<file path="config.mk">
export PLATFORM = sky130hd
export DESIGN_NAME = qyu_cell
export DESIGN_NICKNAME = d
export VERILOG_FILES = /design/src/rtl/qyu_pkg.sv /design/src/rtl/qyu_cell.sv
export SDC_FILE = /design/constraint.sdc
export NUM_CORES = 1
export LEC_CHECK = 0
export BUFFER_PORTS_ARGS = -buffer_cell sky130_fd_sc_hd__clkbuf_2
export CORE_ASPECT_RATIO = 0.7
export CORE_UTILIZATION = 45
export CTS_CLUSTER_SIZE = 40
export DETAILED_ROUTE_END_ITERATION = 10
export PLACE_DENSITY_LB_ADDON = 0.3
export RECOVER_POWER = 25
export SYNTH_ARGS = -nofsm -noshare
export SYNTH_HDL_FRONTEND = slang
export SYNTH_SLANG_ARGS = --single-unit
export TNS_END_PERCENT = 10
</file>
<file path="constraint.sdc">
create_clock -name clk -period 0.8 [get_ports clk]
set_clock_uncertainty 0.15 [all_clocks]
set_input_delay 0.16 -clock clk [delete_from_list [all_inputs] [get_ports clk]]
set_output_delay 0.16 -clock clk [all_outputs]
set_load 0.1 [all_outputs]
</file>
<file path="src/rtl/qyu_pkg.sv">
// Shared constants, arctangent table and types for the yaw unwrap block.
package qyu_pkg;

    // Fixed widths of the datapath
    localparam int VEC_W  = 40;  // vectoring x/y, Q28 operands plus growth
    localparam int ROT_W  = 34;  // rotation x/y, Q30 cosine and sine
    localparam int ANG_W  = 36;  // angle accumulators, Q30 radians
    localparam int RAW_W  = 19;  // raw heading, 2^-16 rad
    localparam int CFG_W  = 19;
    localparam int TURN_W = 14;
    localparam int TAB_LEN = 30;

    localparam longint HALF_PI_Q30 = 64'sd1686629713;
    localparam longint GAIN_Q30    = 64'sd652032874;
    localparam int     TURN_Q16    = 411775;
    localparam int     TURN_LIMIT  = 4096;

    // Register indexes of the configuration port
    localparam logic [1:0] CFG_MOUNT_X   = 2'd0;
    localparam logic [1:0] CFG_MOUNT_Y   = 2'd1;
    localparam logic [1:0] CFG_THRESHOLD = 2'd2;

    localparam logic signed [CFG_W-1:0] MOUNT_X_RESET   = -19'sd13786;
    localparam logic signed [CFG_W-1:0] MOUNT_Y_RESET   = 19'sd0;
    localparam logic        [CFG_W-1:0] THRESHOLD_RESET = 19'd196608;

    // atan(2^-i) in Q30, truncated up to i = 26; the last three entries are rounded
    localparam longint ATAN_Q30 [TAB_LEN] = '{
        843314856, 497837829, 263043836, 133525158, 67021686, 33543515,
        16775850, 8388437, 4194282, 2097149, 1048575, 524287, 262143, 131071,
        65535, 32767, 16383, 8191, 4095, 2047, 1023, 511, 255, 127, 63, 31,
        15, 8, 4, 2
    };

    // Result of the unwrap stage
    typedef struct packed {
        logic signed [31:0]       heading;
        logic signed [TURN_W-1:0] turns;
        logic signed [RAW_W-1:0]  raw;
    } unwrap_t;

endpackage

</file>
<file path="src/rtl/qyu_cell.sv">
// One CORDIC micro-rotation cell; vectoring or rotation mode.
module qyu_cell import qyu_pkg::*; #(
    parameter int     W         = 40,
    parameter int     ZW        = 36,
    parameter int     SHIFT     = 0,
    parameter bit     VECTORING = 1'b1,
    parameter longint ATAN      = 0
) (
    input  logic                 clk,
    input  logic                 rst_n,
    input  logic                 vld_in,
    input  logic signed [W-1:0]  x_in,
    input  logic signed [W-1:0]  y_in,
    input  logic signed [ZW-1:0] z_in,
    output logic                 vld_out,
    output logic signed [W-1:0]  x_out,
    output logic signed [W-1:0]  y_out,
    output logic signed [ZW-1:0] z_out
);

    localparam logic signed [ZW-1:0] ATAN_W = ZW'(ATAN);

    logic                 vld_reg;
    logic signed [W-1:0]  x_reg, x_next;
    logic signed [W-1:0]  y_reg, y_next;
    logic signed [ZW-1:0] z_reg, z_next;
    logic                 up;

    // Pick the direction and do one shift-add step
    always_comb
    begin
        up = VECTORING ? (y_in > 0) : (z_in < 0);
        if (up)
        begin
            x_next = x_in + (y_in >>> SHIFT);
            y_next = y_in - (x_in >>> SHIFT);
            z_next = z_in + ATAN_W;
        end
        else
        begin
            x_next = x_in - (y_in >>> SHIFT);
            y_next = y_in + (x_in >>> SHIFT);
            z_next = z_in - ATAN_W;
        end
    end

    always_ff @(posedge clk or negedge rst_n)
    begin
        if (!rst_n)
            vld_reg <= 1'b0;
        else
            vld_reg <= vld_in;
    end

    always_ff @(posedge clk)
    begin
        x_reg <= x_next;
        y_reg <= y_next;
        z_reg <= z_next;
    end

    assign vld_out = vld_reg;
    assign x_out   = x_reg;
    assign y_out   = y_reg;
    assign z_out   = z_reg;

endmodule

</file>
==> results.cfg, run 1 <==
[run_status]
stop_error = [ERROR GRT-0232] Routing congestion too high. Check the congestion heatmap in the GUI.
haltStage = 5_1_grt
status = did not finish

[logic_synthesis]
ys_ff_latch = 116
synth_ff_type = dfxtp_1
synthCells = 1243
syn_area_um2 = 9580
synth_warnings = 0
ys_seq_area_share_pct = 24.3
syn-num-nets = 1482
synth.avg_cell_area_um2 = 7.71
ys_types = 74
async_reset_ff_share_pct = 0.862
synth-edff-count = 0

[timing]
endpoint_type = register data pin
worst_endpoint = y_out[29]$_DFF_P_/D

[place]
hpwl_um = 38400
io_buffers = 235
place.gp.congestion = 1.03
dp.cells = 2179
placed_cell_area_um2 = 16700
preCtsSetupSlack_ns = -2.33

[global_route]
track_usage_pct = 99.0
grt-ovfl-total = 2011
grt_start_max_net_pins = 35

[die]
initial_core_util_pct = 46.0
std_cell_rows = 44
num_io_pins = 236
die_h_um = 124
die_width_um = 176

[clock_tree]
clk_path_buf_depth = 2
cts_buffers = 17
h-tree-depth = 4
root_buffer = clkbuf_16
cts.sinks = 116
==> cell usage after synthesis (9+ instances only) <==
cell,count,share of area [%]
inv_1,112,4.4
nand3_1,19,0.99
a21oi_1,154,8.0
nor2_1,102,4.0
nor2b_1,15,0.98
buf_2,9,0.47
o21ai_0,78,4.1
o21a_1,13,1.0
a21o_1,26,2.0
xnor2_1,67,6.1
nand2_1,71,2.8
clkbuf_1,37,1.4
mux2i_1,19,2.0
dfxtp_1,115,24
nor3_1,31,1.6
a211oi_1,11,0.86
xor2_1,10,0.91
a31oi_1,12,0.78
nor4_1,18,1.2
o211ai_1,17,1.3
o21bai_1,35,2.7
nand4_1,21,1.4
ha_1,117,15
==> metal layers <==
layer  overflow  track usage [%]
met3         21             72.6
met4        399              118
met5          0             45.8
met1         17             84.2
met2       1574              137
==> per-stage QoR <==
step / utilization [%] / hold slack [ns]
4_1_cts: 90.2 / -0.0689
3_5_place_dp: 80.0 / -0.214
3_3_place_gp: 80.0 / -0.215
2_1_floorplan: - / -0.286
==> cells by family after synthesis <==
group                      synth area share, %
xor gates and xnor gates                  7.04
buffers and inverters                     6.86
and+or+nand+nor                           15.8
muxes                                     1.98
AOI/OAI and AO/OA                         28.1
adders and majority gates                 15.9
DFF                                       24.3
==> repair_timing <==
item | CTS
endpoints found under the setup margin | 195
hold buffers | 39
buffers inserted | 26
endpoints found under the hold margin | 41
pin swaps | 68
gates resized for setup | 285
==> inputs of run 2 (changes only) <==
--- a/config.mk
+++ b/config.mk
@@ -6,11 +6,9 @@
 export NUM_CORES = 1
 export LEC_CHECK = 0
 export BUFFER_PORTS_ARGS = -buffer_cell sky130_fd_sc_hd__clkbuf_2
-export CORE_ASPECT_RATIO = 0.7
-export CORE_UTILIZATION = 45
-export CTS_CLUSTER_SIZE = 40
+export CORE_UTILIZATION = 30
 export DETAILED_ROUTE_END_ITERATION = 10
-export PLACE_DENSITY_LB_ADDON = 0.3
+export PLACE_DENSITY_LB_ADDON = 0.15
 export RECOVER_POWER = 25
 export SYNTH_ARGS = -nofsm -noshare
 export SYNTH_HDL_FRONTEND = slang
==> run 2 against run 1 <==
Against the previous run: the flow now finishes, with violations (hold timing, setup timing); synthesized cell count is the same; synthesized area unchanged.
==> results.cfg, run 2 <==
[run_status]
status = complete, but fails checks
violations = hold timing, setup timing

[power]
comb_power_share_pct = 60.3
clkPwrFrac_pct = 19.6
p_leak_nw = 9.10
seq_power_share_pct = 20.1
ir_drop_mv = 1.89
switchingPower_mw = 18.3
swShare_pct = 46.0
p_per_area_nw_per_um2 = 2020
power.total_mw = 39.9
intPower_mw = 21.5

[global_route]
grt_pass1_vias = 12721
track_usage_pct = 28.5
grt_pass1_wl_um = 71400
gr-usage-met3_pct = 4.62
grt-busiest-layer = met2
grtUsageMet1_pct = 36.5
met2_usage_pct = 47.2
antenna_found_initial = 0
grt_start_max_net_pins = 31
grt-ovfl-total = 0

[logic_synthesis]
synth-edff-count = 0
ys_ff_latch = 116
ys_top_cells_by_count = a21oi_1, ha_1, dfxtp_1
synth_warnings = 0
synth.avg_cell_area_um2 = 7.71
synthCells = 1243
ys_seq_area_share_pct = 24.3
syn_area_um2 = 9580
synth.largest_area_cell = dfxtp_1
synth_top_area_share_pct = 24.0
syn-num-nets = 1482
async_reset_ff_share_pct = 0.862
synthTopCellsByArea = dfxtp_1, ha_1, a21oi_1
synth_most_common_cell = a21oi_1
synth_ff_type = dfxtp_1
ys_types = 74

[final_layout]
final_core_util_pct = 62.6
drive_gt1_share_pct = 57.2
area_delta_synth_final_pct = 106
instances_no_fill = 2430
layout_common_cells = buf_4, buf_12, a21oi_1, dfxtp_2, clkbuf_2
n_fill_cell = 2774
nNetsFinal = 2254
largest_reg_flops = 40
n_antenna_cell = 0
final_common_cell = buf_4
fin_area_um2 = 19700

[timing]
post-route-period-util_pct = 305
fmax_mhz = 410
setup_ws_ns = -1.64
rsz0062_at_grt = yes
relSlewSlack_pct = 63.0
hold_viol = 2
slew_violations = 0
setup_viol = 195
holdWs_ns = -0.115
min_period_ns = 2.44
worst-slew-pin-transition_ns = 0.549

[critical_path]
worstSetupPathType = in -> reg
crit_fanout = 3
crit_arrival_ns = 2.66
cp.required_ns = 1.02
critPathMaxStageDelay_ns = 0.38
cp_cell_sequence = clkbuf_8 -> ha_4 -> fa_2 -> nor2b_4 -> o21ai_4 -> a21oi_4 -> nor3_4 -> o41ai_4 -> buf_4 -> buf_4 -> a31oi_4 -> buf_6 -> o21ai_2 -> mux2i_1 -> xnor2_1
crit_top_cell = buf_4
startpoint = y_in[0]
start_kind = primary input
crit_end = y_out[28]$_DFF_P_
crit_slowest_cell = fa_2
end_kind = flip-flop

[die]
initial_core_util_pct = 30.4
die_h_um = 181
die_area_um2 = 32700
num_io_pins = 236
die_width_um = 181
std_cell_rows = 65
core_area_um2 = 31500

[clock_tree]
cts.sinks = 116
root_buffer = clkbuf_16
cts_tree = done
ctsHoldBuffers = 38
path_clk_slew_ns = 0.06
h-tree-depth = 4
cts_buffers = 17
clk_path_buf_depth = 2

[routing]
first_pass_iters = 5
viasPerCell = 5.07
route.detailed.drc = 0
vias = 12324
wl_um = 46800
antenna_left = 0
wire_per_inst_um = 19.3
drt-initial-drc-count = 762

[worst_hold_path]
hold_path.class = in -> async

[place]
dp.cells = 2316
place.gp.congestion = 0.936
hpwl_um = 37700
placed_cell_area_um2 = 16900
io_buffers = 235

[flow_run]
cap_violations = 0
## run 2: logic make-up (layout without fill, tap and decap cells)
| logic type | Yosys count | count (layout) | synth area share [%] |
|---|---|---|---|
| XOR/XNOR | 77 | 77 | 7.04 |
| AND/OR/NAND/NOR | 317 | 317 | 15.8 |
| multiplexers | 19 | 19 | 1.98 |
| AO/OA/AOI/OAI | 423 | 423 | 28.1 |
| flip-flops | 116 | 116 | 24.3 |
| adder cells (fa/ha/maj) | 120 | 120 | 15.9 |
| buffers and inverters | 171 | 956 | 6.86 |
## run 2: layout make-up
cell class / instances / area [um2] / area share, %
clock inverter: 14 / 154 / 0.781
multi-input combinational: 956 / 8050 / 40.9
tap: 402 / 503 / 2.55
sequential: 116 / 2470 / 12.6
timing repair buffer: 807 / 7630 / 38.7
inverter: 117 / 459 / 2.33
clock buffer: 18 / 429 / 2.18
## run 2: how the worst min path moves through the flow
stage	endpoint	start	slack [ns]	cells after the start
floorplan	vld_out$_DFF_PN0_	rst_n	-0.29	0
global placement	vld_out$_DFF_PN0_	rst_n	-0.19	1
detailed placement	vld_out$_DFF_PN0_	rst_n	-0.19	1
CTS	vld_out$_DFF_PN0_	rst_n	-0.14	2
global route	vld_out$_DFF_PN0_	rst_n	-0.10	2
finish	vld_out$_DFF_PN0_	rst_n	-0.11	2
## run 2: power by group through the flow
| stage | clock (mW) | sequential (mW) | combinational (mW) |
|---|---|---|---|
| 2_1_floorplan | 0 | 15.0 | 4.88 |
| 3_3_place_gp | 0 | 7.90 | 22.0 |
| 3_5_place_dp | 0 | 7.90 | 22.1 |
| 4_1_cts | 7.99 | 8.03 | 23.3 |
| 5_1_grt | 8.23 | 8.11 | 24.9 |
| 6_report | 7.81 | 8.01 | 24.0 |
## run 2: metrics by stage
| step | setup TNS (ns) | setup WS, ns | hold WS [ns] |
|---|---|---|---|
| CTS | -162.27 | -1.68 | -0.138 |
| detailed placement | -161.66 | -2.42 | -0.193 |
| global route | -169.53 | -1.77 | -0.102 |
| finish | -160.82 | -1.64 | -0.115 |
| global placement | -159.91 | -2.36 | -0.194 |
| floorplan | -160.29 | -1.76 | -0.286 |
## run 2: timing repair
item	CTS	global route
endpoints found under the hold margin	40	2
endpoints found under the setup margin	195	195
setup buffers	39	11
pin swaps	79	68
gates resized for setup	305	141
## run 2: worst max-delay path, delay by kind of cell
family / cells / cell delay (ns)
AOI/OAI and AO/OA: 5 / 0.66
xor gates and xnor gates: 1 / 0.14
and+or+nand+nor: 2 / 0.38
muxes: 1 / 0.21
adders and majority gates: 2 / 0.54
buffers and inverters: 4 / 0.56
## run 2: layer usage
metal	vias to the layer above	part of all wire, %
met5	-	0
met4	0	3.1
met3	78	5.6
met2	465	47
met1	5839	45
li1	5942	-
(Power assumes the default switching activity.)
