[src/rtl/qyu_pkg.sv]
// Shared constants, arctangent table and types for the yaw unwrap block.
package qyu_pkg;

    // Fixed widths of the datapath
    localparam int VEC_W  = 40;  // vectoring x/y, Q28 operands plus growth
    localparam int ROT_W  = 34;  // rotation x/y, Q30 cosine and sine
    localparam int ANG_W  = 36;  // angle accumulators, Q30 radians
    localparam int RAW_W  = 19;  // raw heading, 2^-16 rad
    localparam int CFG_W  = 19;
    localparam int TURN_W = 14;
    localparam int TAB_LEN = 30;

    localparam longint HALF_PI_Q30 = 64'sd1686629713;
    localparam longint GAIN_Q30    = 64'sd652032874;
    localparam int     TURN_Q16    = 411775;
    localparam int     TURN_LIMIT  = 4096;

    // Register indexes of the configuration port
    localparam logic [1:0] CFG_MOUNT_X   = 2'd0;
    localparam logic [1:0] CFG_MOUNT_Y   = 2'd1;
    localparam logic [1:0] CFG_THRESHOLD = 2'd2;

    localparam logic signed [CFG_W-1:0] MOUNT_X_RESET   = -19'sd13786;
    localparam logic signed [CFG_W-1:0] MOUNT_Y_RESET   = 19'sd0;
    localparam logic        [CFG_W-1:0] THRESHOLD_RESET = 19'd196608;

    // atan(2^-i) in Q30, truncated up to i = 26; the last three entries are rounded
    localparam longint ATAN_Q30 [TAB_LEN] = '{
        843314856, 497837829, 263043836, 133525158, 67021686, 33543515,
        16775850, 8388437, 4194282, 2097149, 1048575, 524287, 262143, 131071,
        65535, 32767, 16383, 8191, 4095, 2047, 1023, 511, 255, 127, 63, 31,
        15, 8, 4, 2
    };

    // Result of the unwrap stage
    typedef struct packed {
        logic signed [31:0]       heading;
        logic signed [TURN_W-1:0] turns;
        logic signed [RAW_W-1:0]  raw;
    } unwrap_t;

endpackage

[src/rtl/qyu_unwrap.sv]
// Raw heading rounding and turn-count unwrap with saturation.
module qyu_unwrap import qyu_pkg::*; (
    input  logic                    clk,
    input  logic                    rst_n,
    input  logic                    vld_in,
    input  logic signed [ANG_W-1:0] z_in,
    input  logic                    zero_in,
    input  logic        [CFG_W-1:0] threshold,
    output logic                    vld_out,
    output unwrap_t                 result
);

    localparam logic signed [33:0] TURN_W34  = 34'(TURN_Q16);
    localparam logic signed [TURN_W-1:0] LIM = TURN_W'(TURN_LIMIT);

    logic                      v1_reg, v2_reg;
    logic signed [RAW_W-1:0]   raw_reg, raw2_reg;
    logic signed [ANG_W-1:0]   rounded;
    logic signed [TURN_W-1:0]  turn_reg, turn_next;
    logic signed [31:0]        off_reg, off_next;
    logic signed [31:0]        last_reg, last_next;
    logic signed [33:0]        head, diff, thr;

    // Round the Q30 angle half up to 2^-16 rad
    assign rounded = (z_in + ANG_W'(8192)) >>> 14;

    always_ff @(posedge clk)
    begin
        if (vld_in)
            raw_reg <= zero_in ? '0 : rounded[RAW_W-1:0];
    end

    // Add whole turns and detect a wrap against the previous heading
    always_comb
    begin
        head      = 34'(raw_reg) + 34'(off_reg);
        diff      = head - 34'(last_reg);
        thr       = {15'd0, threshold};
        turn_next = turn_reg;
        off_next  = off_reg;
        if (diff < -thr)
        begin
            if (turn_reg < LIM)
            begin
                turn_next = turn_reg + TURN_W'(1);
                off_next  = off_reg + 32'(TURN_Q16);
                head      = head + TURN_W34;
            end
        end
        else if (diff > thr)
        begin
            if (turn_reg > -LIM)
            begin
                turn_next = turn_reg - TURN_W'(1);
                off_next  = off_reg - 32'(TURN_Q16);
                head      = head - TURN_W34;
            end
        end
        last_next = head[31:0];
    end

    always_ff @(posedge clk or negedge rst_n)
    begin
        if (!rst_n)
        begin
            v1_reg   <= 1'b0;
            v2_reg   <= 1'b0;
            turn_reg <= '0;
            off_reg  <= '0;
            last_reg <= '0;
        end
        else
        begin
            v1_reg <= vld_in;
            v2_reg <= v1_reg;
            if (v1_reg)
            begin
                turn_reg <= turn_next;
                off_reg  <= off_next;
                last_reg <= last_next;
            end
        end
    end

    always_ff @(posedge clk)
    begin
        if (v1_reg)
            raw2_reg <= raw_reg;
    end

    assign vld_out        = v2_reg;
    assign result.heading = last_reg;
    assign result.turns   = turn_reg;
    assign result.raw     = raw2_reg;

endmodule

[config.mk]
export PLATFORM = sky130hd
export DESIGN_NAME = qyu_unwrap
export DESIGN_NICKNAME = d
export VERILOG_FILES = /design/src/rtl/qyu_pkg.sv /design/src/rtl/qyu_unwrap.sv
export SDC_FILE = /design/constraint.sdc
export NUM_CORES = 1
export LEC_CHECK = 0
export BUFFER_PORTS_ARGS = -buffer_cell sky130_fd_sc_hd__buf_4
export CAP_MARGIN = 20
export CORE_MARGIN = 2
export CORE_UTILIZATION = 50
export CTS_CLUSTER_DIAMETER = 100
export CTS_CLUSTER_SIZE = 20
export DETAILED_ROUTE_END_ITERATION = 12
export PLACE_DENSITY = 0.72
export SLEW_MARGIN = 20
export SYNTH_ARGS = -nofsm -noshare
export SYNTH_HDL_FRONTEND = slang
export SYNTH_SLANG_ARGS = --single-unit
[constraint.sdc]
create_clock -name clk -period 9.5 [get_ports clk]
set_clock_uncertainty 0.15 [all_clocks]
set_input_delay 0.95 -clock clk [delete_from_list [all_inputs] [get_ports clk]]
set_output_delay 0.95 -clock clk [all_outputs]
set_load 0.02 [all_outputs]
After elaboration in Yosys (flattened, before gate mapping)
Index checks and enable logic that the tools add are counted.
{"block": "totals", "reg_bits": 118, "inputBits": 59, "output_inout_bits": 66}
{"block": "op_classes", "add_sub_neg": 10, "n_lt_le_gt_ge": 4, "eq_ne": 1, "n_mux": 12, "n_reduce_logical": 3}
{"operator": "two-way mux 32 bit", "n": 8}
{"operator": "adder 32 x 20 -> 32 bit (second input constant)", "n": 2}
{"operator": "subtractor 32 x 20 -> 32 bit (second input constant)", "n": 2}
{"operator": "two-way mux 14 bit", "n": 4}
{"operator": "greater-than comparator 34 x 20 -> 1 bit", "n": 1}
{"operator": "< comparator 34 bit", "n": 1}
{"operator": "negation 19 -> 34 bit", "n": 1}
{"operator": "subtractor 33 x 32 -> 34 bit", "n": 1}
{"operator": "adder 19 x 32 -> 33 bit", "n": 1}
{"operator": "adder 33 x 15 -> 33 bit (second input constant)", "n": 1}
{"operator": "adder 14 x 2 -> 14 bit (second input constant)", "n": 1}
{"operator": "greater-than comparator 14 x 13 -> 1 bit (second input constant)", "n": 1}
{"operator": "< comparator 14 bit (second input constant)", "n": 1}
{"operator": "subtractor 14 x 2 -> 14 bit (second input constant)", "n": 1}
{"operator": "AND reduction 4 bit", "n": 1}
{"operator": "nonzero test 2 bit", "n": 2}
{"operator": "!= test 2 x 1 -> 1 bit (second input constant)", "n": 1}

Logic depth before layout (Yosys ltp)
{"block": "depth", "ltp_word": 5, "depth_mapped": 49}

Worst setup path after synthesis
OpenSTA, ideal clock, no wires.
{"block": "synth_path", "path_type": "register -> register", "start": "register off_reg[0]", "end": "register off_reg[24]", "setup_time_ns": 0.131, "t_arrival_ns": 9.355, "slack_ns": -0.136, "stages_incl_launch_ff": 48, "n_path_buf": 4, "path_cell_list": "dfrtp_1 > ha_1 > inv_1 > fa_1 > nor2b_1 > o21ai_0 > a21boi_0 > o32ai_1 > a21oi_1 > a21o_1 > a21o_1 > xnor2_1 > inv_1 > ha_1 > nand2_1 > nor4_1 > o211ai_1 > a21boi_0 > (+12 left out) > o21a_1 > buf_6 > inv_4 > buf_2 > buf_1 > buf_1 > ha_1 > o31ai_1 > nand2b_1 > nand2_1 > o311ai_1 > o211ai_2 > o221ai_1 > a21oi_1 > o31ai_2 > mux2i_1 > nand2_1 > xnor2_1"}
{"block": "synth_via", "elab_chain_cells": 5, "word_cells_on_any_way": 14, "classes_between": "add/sub (4); order compare (2); eq/ne (1); mux (4); reduce/logical (3)"}
{"element": "start: declaration", "line_no": "qyu_unwrap.sv:20", "source": "logic signed [31:0] off_reg, off_next;"}
{"element": "start signal: assignment", "line_no": "qyu_unwrap.sv:79", "source": "off_reg <= off_next;"}
{"element": "adder 19 x 32 -> 33 bit", "line_no": "qyu_unwrap.sv:36", "source": "head = 34'(raw_reg) + 34'(off_reg);"}
{"element": "subtractor 33 x 32 -> 34 bit", "line_no": "qyu_unwrap.sv:37", "source": "diff = head - 34'(last_reg);"}
{"element": "< comparator 34 bit / greater-than comparator 34 x 20 -> 1 bit (equally long branches)", "line_no": "qyu_unwrap.sv:41, qyu_unwrap.sv:50"}
{"element": "!= test 2 x 1 -> 1 bit (no source line) / nonzero test 2 bit (equally long branches)"}
{"element": "AND reduction 4 bit (no source line)"}
Several ways; a longest one is shown, not always the timed one. The select of a mux whose other input is x is not followed.
A chain may end at the register's enable or synchronous reset.

Worst setup path after layout
{"block": "layout_path", "start": "register raw_reg[0]", "end": "register off_reg[24]"}
{"block": "layout_via", "elab_chain_cells": 5, "word_cells_on_any_way": 9, "classes_between": "add/sub (2); order compare (2); eq/ne (1); mux (1); reduce/logical (3)"}
{"element": "start: declaration", "line_no": "qyu_unwrap.sv:17", "source": "logic signed [RAW_W-1:0] raw_reg, raw2_reg;"}
{"element": "start signal: assignment", "line_no": "qyu_unwrap.sv:30", "source": "raw_reg <= zero_in ? '0 : rounded[RAW_W-1:0];"}
{"element": "adder 19 x 32 -> 33 bit *", "line_no": "qyu_unwrap.sv:36"}
{"element": "subtractor 33 x 32 -> 34 bit *", "line_no": "qyu_unwrap.sv:37"}
{"element": "< comparator 34 bit / greater-than comparator 34 x 20 -> 1 bit (equally long branches)", "line_no": "qyu_unwrap.sv:41, qyu_unwrap.sv:50"}
{"element": "!= test 2 x 1 -> 1 bit (no source line) / nonzero test 2 bit (equally long branches)"}
{"element": "AND reduction 4 bit (no source line)"}
Every way passes the cells marked *; elsewhere a longest branch is shown, timed or not.

==> Implementation_results.wiki <==
{| class="wikitable"
! Metric !! Value
|-
| Met1 Routed Length || 16.04 mm
|-
| Net count after synthesis || 1783
|-
| Post-synthesis share of cell area spent on full adders, half adders and majority gates || 0.1294
|-
| Commonest cells after routing, fill and taps aside || 164 x sky130_fd_sc_hd__buf_4, 132 x sky130_fd_sc_hd__nand2_1, 127 x sky130_fd_sc_hd__ha_1
|-
| Most frequent cell on the critical path || sky130_fd_sc_hd__ha_1
|-
| Sort of element at the end of the critical path || flip-flop
|-
| Share of the clock period used by the worst path after layout || 0.9442
|-
| Number of DRC violations after detailed routing || 0
|-
| Most common cell after layout, fill and taps aside || sky130_fd_sc_hd__buf_4
|-
| Required time at the endpoint of the critical path || 9.66 ns
|-
| Synth Flop Type || sky130_fd_sc_hd__dfrtp_1
|-
| Fin nets || 1899
|-
| Number of pins with negative max-slew slack in the final report || 0
|-
| Min setup slack post-route || 0.5304 ns
|-
| Max-capacitance violation count || 0
|-
| Wire length of the first global-routing pass || 58.12 mm
|-
| Total track usage || 0.2673
|-
| Post-Place Cell Area || 0.01416 mm²
|-
| Clock Sink Count || 118
|-
| Initial standard-cell utilization of the core || 0.5089
|-
| Worst-path clk slew || 0.07 ns
|-
| Async set-reset flop share out of synthesis || 0.6780
|-
| Die ar. || 0.02685 mm²
|-
| Total buffers and inverters traversed by the critical path || 4
|-
| Remaining Overflow, GRT || 0
|-
| Minimum period implied by the final worst setup slack || 8.970 ns
|-
| Mapped Cells || 1594
|-
| Critical Path Max Stage Delay || 0.46 ns
|-
| Cell area after layout || 0.01486 mm²
|-
| Overall die height || 163.9 µm
|-
| Transition at the pin with the smallest max-transition slack || 0.8888 ns
|-
| Maximum achievable frequency || 0.1115 GHz
|-
| Clock network latency to the later pin of the worst-skew pair || 0.44 ns
|-
| Combined flip-flop and latch cell area || 0.003146 mm²
|-
| Count of vias placed by the detailed router || 12400
|-
| Post-synthesis instance area || 0.01278 mm²
|-
| Iteration-0 DRC Markers || 1047
|-
| Cell chosen for the clock root || sky130_fd_sc_hd__clkbuf_16
|-
| CTS H-tree lvls || 4
|-
| Total instance count after detailed placement || 2019
|-
| Crit-path leading delay family || compound AO/OA/AOI/OAI gates
|-
| Compound-gate portion of the synthesized area || 0.2382
|-
| Final weighted congestion in routability-driven placement || 0.9424
|-
| Flops & latches, synth || 118
|-
| Count of inserted antenna diode cells || 0
|-
| Longest Clk Path Bufs || 2
|-
| Area fraction in and, or, nand and nor cells after synthesis || 0.2043
|-
| Final routed wire length divided by cell count || 17.43 µm
|-
| Placeable core region || 0.02511 mm²
|-
| Count of nets left with antenna violations after detail routing || 0
|-
| Metal3 WL || 1.939 mm
|-
| Via density per instance || 6.038
|-
| Area occupied by multi-input gates || 0.009084 mm²
|-
| Top layer used by detailed routing || met4
|-
| Startpoint-to-endpoint class of the critical path || reg2reg
|-
| Cell at the slowest stage of the critical path || sky130_fd_sc_hd__o41a_1
|-
| Multiplexer area fraction after synthesis || 0.02145
|-
| Worst setup timing slack at the placement stage || -0.1599 ns
|-
| Worst slew slack as a fraction of its limit || 0.4075
|-
| Worst hold-check path type || in2async
|-
| Number of fillers in the final layout || 2252
|-
| FP Rows || 58
|-
| Fraction of layout cells with a size suffix above 1 || 0.1486
|-
| Final-report hold violation count || 0
|-
| Startpoint types || flip-flop
|-
| Xor/xnor cell area share of the yosys netlist || 0.1096
|-
| Antenna violations before repair || 0
|-
| Number of buffers created by CTS || 17
|-
| Die Width || 163.9 µm
|-
| Number of global-route vias before repair || 11750
|-
| Fraction of the yosys area taken by sequential cells || 0.2460
|-
| Met2 WL post-DR || 16.91 mm
|-
| Largest family of logic cells by synthesized area || compound AO/OA/AOI/OAI gates
|-
| Layout overhead on the synthesized area || 16.29%
|-
| Largest net degree at the start of global routing || 80
|-
| Critical path arrival || 9.13 ns
|-
| Total detailed-routing wirelength || 35.78 mm
|-
| Top fanout value on the critical path || 9
|-
| Count of synthesis-stage warnings from yosys || 0
|-
| Initial DRT Pass Iterations || 7
|-
| Boundary pin count || 125
|-
| EDFF count, synth || 38
|-
| Number of setup violations in the final report || 0
|-
| CTS tree || built
|-
| Result of the run || finished clean
|-
| Library cells used by synthesis || 85
|-
| Post-route insts no fill || 2053
|-
| Post-synthesis average cell area || 8.016 µm²
|-
| DP Wirelength || 27.40 mm
|-
| Buffers added on ports || 108
|}
==> through the flow <==
stage | TNS (ns) | hold WS, ns | util
2_1_floorplan | 0 | 0.2834 | -
3_3_place_gp | 0 | 0.3034 | 0.5639
5_1_grt | -0.002202 | 0.3035 | 0.5918
3_5_place_dp | -0.8270 | 0.3151 | 0.5639
6_report | 0 | 0.2687 | 0.5918
4_1_cts | 0 | 0.2820 | 0.5880
==> routing by layer <==
| metal | global-route usage | vias up |
|---|---|---|
| li1 | - | 6060 |
| met1 | 0.3568 | 5882 |
| met2 | 0.4498 | 392 |
| met3 | 0.03232 | 61 |
| met4 | 0.08892 | 0 |
| met5 | 0 | - |
==> worst register-to-register path: cells and delay by family (launching register included) <==
kind / cells / cell delay, ns
AO/OA/AOI/OAI: 20 / 4.48
AND/OR/NAND/NOR: 11 / 1.62
adder cells (fa/ha/maj): 5 / 1.35
buffers and inverters: 4 / 0.52
flip-flops: 1 / 0.41
multiplexers: 1 / 0.19
XOR/XNOR: 1 / 0.14
==> final timing paths <==
check	endpoint	cells after the start	slack, ns	from
max	off_reg[24]	42	0.53	raw_reg[0]
min	last_reg[24]	1	0.27	rst_n
max reg2reg	off_reg[24]	42	0.53	raw_reg[0]
min reg2reg	off_reg[31]	1	0.34	off_reg[31]
max in group asynchronous	v1_reg	2	7.80	rst_n
min in group clk	off_reg[31]	1	0.34	off_reg[31]
==> area by class of cell <==
class,count,share of cell area
clock buffer,17,0.02863
tap,330,0.02779
clock inverter,15,0.01179
sequential,118,0.2117
multi-input combinational,1307,0.6113
inverter,102,0.02593
timing repair buffer,164,0.08286
==> cells by family (layout without fill, tap and decap cells) <==
logic type,after synthesis,count (layout)
XOR/XNOR,159,159
AND/OR/NAND/NOR,522,522
adder cells (fa/ha/maj),131,131
flip-flops,118,118
buffers and inverters,169,298
AO/OA/AOI/OAI,469,469
multiplexers,26,26
==> synthesized netlist by cell type, drive strengths merged (7+ instances only) <==
master,instances,area share
a211oi,21,0.012
a21o,43,0.025
a21oi,120,0.048
a31oi,20,0.0098
and2,14,0.0069
and3,20,0.0098
and4,7,0.0048
buf,16,0.0060
clkbuf,51,0.015
dfrtp,80,0.16
edfxtp,38,0.089
ha,128,0.13
inv,102,0.030
mux2i,21,0.016
nand2,132,0.039
nand2b,20,0.0098
nand3,36,0.014
nand4,30,0.015
nor2,120,0.035
nor2b,14,0.0069
nor3,56,0.022
nor4,18,0.0093
o211ai,16,0.010
o21a,28,0.016
o21ai,111,0.043
o21bai,12,0.0071
o22ai,12,0.0059
o31ai,14,0.0086
o32ai,7,0.0048
or2,12,0.0059
or3,19,0.0097
or4,7,0.0050
xnor2,96,0.066
xor2,63,0.043
==> what timing repair did <==
action                     in CTS  in global routing
resized for setup               1                 23
pin swaps                       0                  2
hold buffers                    0                  0
setup endpoints to repair       9                 43
setup buffers                   0                  2
Power is not shown: default switching activity piles up to over one toggle a cycle in this logic, so the estimate is an artifact.
